## src/hw/rtl/bgot_ram.sv

```systemverilog
`default_nettype none
// ----------------------------------------------------------------------------
// bgot_ram: generic single write port, single read port ram
// One write and one read per cycle; read data is registered.
// ----------------------------------------------------------------------------
module bgot_ram #(
  parameter int WIDTH = 8,
  parameter int DEPTH = 256,
  localparam int AW   = (DEPTH > 1) ? $clog2(DEPTH) : 1
) (
  input  wire logic             clk,
  input  wire logic             we,
  input  wire logic [AW-1:0]    waddr,
  input  wire logic [WIDTH-1:0] wdata,
  input  wire logic [AW-1:0]    raddr,
  output logic      [WIDTH-1:0] rdata
);

  logic [WIDTH-1:0] mem [DEPTH];

  always_ff @(posedge clk) begin
    if (we) begin
      mem[waddr] <= wdata;
    end
    rdata <= mem[raddr];
  end

endmodule
`default_nettype wire

```

## config.mk

```make
export PLATFORM = sky130hd
export DESIGN_NAME = bgot_ram
export DESIGN_NICKNAME = d
export VERILOG_FILES = /design/src/hw/rtl/bgot_ram.sv
export SDC_FILE = /design/constraint.sdc
export NUM_CORES = 2
export LEC_CHECK = 0
export BUFFER_PORTS_ARGS = -buffer_cell sky130_fd_sc_hd__buf_2
export CAP_MARGIN = 20
export CORE_MARGIN = 1.5
export CORE_UTILIZATION = 36
export CTS_BUF_LIST = sky130_fd_sc_hd__clkbuf_8
export DETAILED_ROUTE_END_ITERATION = 16
export PLACE_DENSITY_LB_ADDON = 0.15
export SYNTH_ARGS = -nofsm -noshare
export SYNTH_HDL_FRONTEND = slang
export SYNTH_SLANG_ARGS = --single-unit
```

## constraint.sdc

```tcl
create_clock -name clk -period 2.5 [get_ports clk]
set_input_delay 0.375 -clock clk [delete_from_list [all_inputs] [get_ports clk]]
set_output_delay 0.375 -clock clk [all_outputs]
set_load 0.05 [all_outputs]
```

* After elaboration in Yosys (flattened, before gate mapping) *
Memory sizes are Yosys's and may differ from the RTL's. A register that Yosys moved wholly into a read port is not among the register bits.
Index checks and enable logic that the tools add are counted.

operators by class
  add/subtract/negate cells = 0
  multiply operators = 0
  divide/modulo/power cells = 0
  $lt $le $gt $ge = 0
  eq/ne operators = 0
  shift-type cells = 0
  mux-type cells = 2
  bitwise operators = 0
  reductions and logical operators = 0

operators by type and width
  kind     count
  $mux W1  2

word-level totals
  bits in registers = 0
  bits in latches = 0
  bits in writable memories = 2048
  bits in read-only memories = 0
  input port bits = 26
  output and inout bits = 8
  logic and storage cells = 3
  memories kept = 1

memory list
  name  words  width  rd ports  clocked after Yosys merged registers in  write ports  line  source
  mem   256    8      1         1                                        1            19    logic [WIDTH-1:0] mem [DEPTH];

* Logic depth before layout (Yosys ltp) *
  depth after elaboration = 2
  gate-level depth with buffers = 11

* Worst setup path before layout *
No wires, ideal clock.

  kind = input to register
  start point = input raddr[0]
  end point = register rdata[2] (read register of mem)
  library setup time = 0.131 ns
  arrival time = 2.182 ns
  path slack = 0.187 ns
  cell stages on the path = 9
  path buffers = 4
  cells stage by stage = buf_6 > buf_12 > buf_8 > buf_2 > mux4_2 > a22oi_1 > a21oi_1 > nor4_1 > nor4_2

RTL lines
  element             line  source
  start: declaration  15    input wire logic [AW-1:0] raddr,
  end: declaration    16    output logic [WIDTH-1:0] rdata

==> impl_results.md <==
- Die area: 0.224 mm²
- Cell Area, Placed: 0.0894 mm²
- Psw: 16.1 mW
- Placeable Area: 0.220 mm²
- Share of cells above drive strength 1: 0.356
- F_max: 406 MHz
- PwrDens: 736 mW/mm²
- Die width: 473 µm
- Die span in y: 473 µm
- Grt ovf: 0
- Initial antenna violation count: 16
- Area Overhead vs Synth: 20.6%
- CTS Buffer Depth: 4
- Critical path type: reg -> reg
- Setup Skew: 89.0 ps
- Crit start category: flop
- Post-CTS Setup Inserts: 0
- Final core utilization: 0.437
- Net Sw Frac: 0.228
- Met3 Routed Length: 11800 µm
- Final Hold Viols: 0
- Detailed Routing Iterations Pass 1: 5
- Hold crit path type: in -> reg
- Max-slew violations: 0
- Max layer used: met4
- Rows: 172
- Crit-path slowest cell: mux4_2
- Maxcap violations: 0
- Most frequent CP cell: buf_4
- Setup TNS: 0 ps
- 1st-iter DRT viols: 4033
- Via count: 41471
- Measured slew at the worst slew-check pin: 748 ps
- Req. time, crit path: 3410 ps
- Post-synthesis sequential area ratio: 0.775
- Critical path, cell by cell: mux4_2, a22o_1, nor3_1, buf_4, a21oi_1, a22oi_1, buf_4, nor4_2
- HPWL Detailed: 146000 µm
- Synthesized flop and latch total: 2056
- Number of CTS-inserted buffers: 362
- Unrepaired setup endpoints after global routing: false
- Clock Latency Late Sink: 1070 ps
- Ys Warns: 0
- Nets: 4739
- Fin area: 0.0960 mm²
- First-pass GRT wire length: 318000 µm
- Comb pwr share: 0.062
- Int Pwr: 54.5 mW
- Residual DRC: 0
- VDD IR max: 608 µV
- GRT Total Usage: 0.199
- Status: finished clean
- Final weighted congestion in routability-driven placement: 0.826
- Syn_nets: 3759
- Setup crit end kind: flop
- Unique masters post-synth: 55
- Final period util: 0.985
- CTS Sinks: 2056
- Avg Inst Size Synth: 21.3 µm²
- Mapped Cells: 3733
- WL met2: 106000 µm
- Post-DRT Antenna Nets: 0
- Final setup fails: 0
- Clk Tree Root Cell: clkbuf_8
- Synthesized cell area: 0.0796 mm²
- Drt total wl: 223000 µm
- Post-Route M1 WL: 101000 µm
- Clock network fraction of design power: 0.399
- Wirelength per Cell: 28.2 µm
- Largest net degree at the start of global routing: 105
- Crit path max fanout: 1
- WP data arrival: 3370 ps
- Sequential share of power: 0.539
- Initial core utilization: 0.362
- # H-tree levels: 5
- Clock-pin slew on the worst setup and hold paths: 60 ps
- Routed vias/inst: 5.23
- Io pins: 34
- Vias in the first global route: 42637
- Port buffer count: 33
- Leakage Power: 31.6 nW
- Tmin final: 2460 ps
- CTS tree: yes
- Worst path max stage delay: 520 ps
- Worst rel slew slack: 0.488
## stage by stage
step	worst slack, ps	total power, mW	cells	hold slack [ps]
final	36.6	70.6	7929	119
after global routing	8.57	73.1	7928	92.9
after CTS	24.9	71.5	7925	9.14
after detailed placement	-1190	43.2	7295	810
after global placement	-1610	43.2	7294	803
after floorplan	187	40.7	3733	474
## synth_stat cells (all sizes together)
cell | instances | area [µm²]
or3b | 1 | 8.76
o211ai | 10 | 75.1
and2 | 6 | 37.5
o21ai | 12 | 60.1
nor3 | 22 | 110
o32ai | 5 | 51.3
inv | 1 | 3.75
a2111oi | 5 | 52.6
nand2b | 8 | 50.1
nor3b | 1 | 7.51
mux4 | 456 | 10300
buf | 122 | 1030
o311ai | 1 | 8.76
or2b | 1 | 7.51
edfxtp | 2048 | 61500
o22ai | 28 | 175
nor2b | 31 | 194
nor4b | 1 | 8.76
clkbuf | 111 | 417
nor4 | 27 | 188
nand3 | 34 | 170
a221oi | 14 | 129
mux2i | 134 | 1340
and3 | 1 | 6.26
a22o | 8 | 70.1
mux2 | 1 | 11.3
o221ai | 47 | 418
o22a | 5 | 43.8
or2 | 4 | 25.0
nand3b | 2 | 15.0
a21boi | 1 | 7.51
a22oi | 133 | 998
a211oi | 16 | 120
clkinv | 1 | 3.75
nand4 | 10 | 62.6
a21oi | 96 | 480
nor2 | 282 | 1060
dfxtp | 8 | 160
a31oi | 2 | 12.5
and3b | 2 | 17.5
a311oi | 2 | 17.5
nand2 | 33 | 124
## final cells by class
type,instances,area [µm²]
Timing Repair Buffer,849,7560
Sequential cell,2056,61700
Tap cell,2958,3700
Clock inverter,243,1230
Inverter,2,7.51
Fill cell,19115,124000
Multi-Input combinational cell,1442,16600
Clock buffer,375,5160
Antenna cell,4,10.0
## what timing repair did
action / CTS / global route
resized for setup: 7 / 2
endpoints found under the setup margin: 5 / 2
hold buffers: 12 / 0
endpoints found under the hold margin: 1583 / 0
pin swaps: 1 / 0
## layout by cell type (no fill, tap or decap), drive strengths merged, types with 4 or more instances in the layout
cell type,instances
a2111oi,5
a211oi,16
a21oi,96
a221oi,14
a22o,8
a22oi,133
and2,6
buf,837
bufinv,9
clkbuf,375
clkinv,126
clkinvlp,7
dfxtp,8
diode,4
dlygate4sd3,12
edfxtp,2048
inv,103
mux2i,134
mux4,456
nand2,33
nand2b,8
nand3,34
nand4,10
nor2,282
nor2b,31
nor3,22
nor4,27
o211ai,10
o21ai,12
o221ai,47
o22a,5
o22ai,28
o32ai,5
or2,4
## critical path, delay by kind of cell, from the launching register on
family | cells | cell delay (ps)
simple gates | 2 | 410
buf+inv | 2 | 430
mux | 1 | 520
flops | 1 | 360
compound gates | 3 | 600
## metal layers
metal | GRT usage | up-vias
li1 | - | 17716
met1 | 0.286 | 22185
met2 | 0.317 | 1288
met3 | 0.0324 | 282
met4 | 0.0504 | 0
met5 | 0 | -
## power by group through the flow
stage          registers, mW  clock network (mW)  logic (mW)
2_1_floorplan           38.8                   0        1.85
3_3_place_gp            38.8                   0        4.38
3_5_place_dp            38.8                   0        4.39
4_1_cts                 38.1                29.0        4.43
5_1_grt                 38.0                30.4        4.61
6_report                38.1                28.2        4.36
## logic make-up after synthesis
| family | after synthesis | synth area share |
|---|---|---|
| AND/OR/NAND/NOR | 466 | 0.0263 |
| flip-flops | 2056 | 0.775 |
| AO/OA/AOI/OAI | 385 | 0.0342 |
| multiplexers | 591 | 0.146 |
| buffers and inverters | 235 | 0.0183 |
## final timing paths
| kind | startpoint | endpoint | slack (ps) | depth (start not counted) |
|---|---|---|---|---|
| setup / recovery | mem[51][6] | rdata[6] | 40 | 8 |
| setup reg to reg | mem[51][6] | rdata[6] | 40 | 8 |
| hold / removal | waddr[0] | mem[167][3] | 120 | 4 |
| hold reg to reg | mem[32][5] | rdata[5] | 1070 | 7 |
## state kept, by name (all words and copies together), names as in the netlist
signal and flops:
rdata 8, mem 2048
Note: power is estimated with default switching activity, not from simulation.
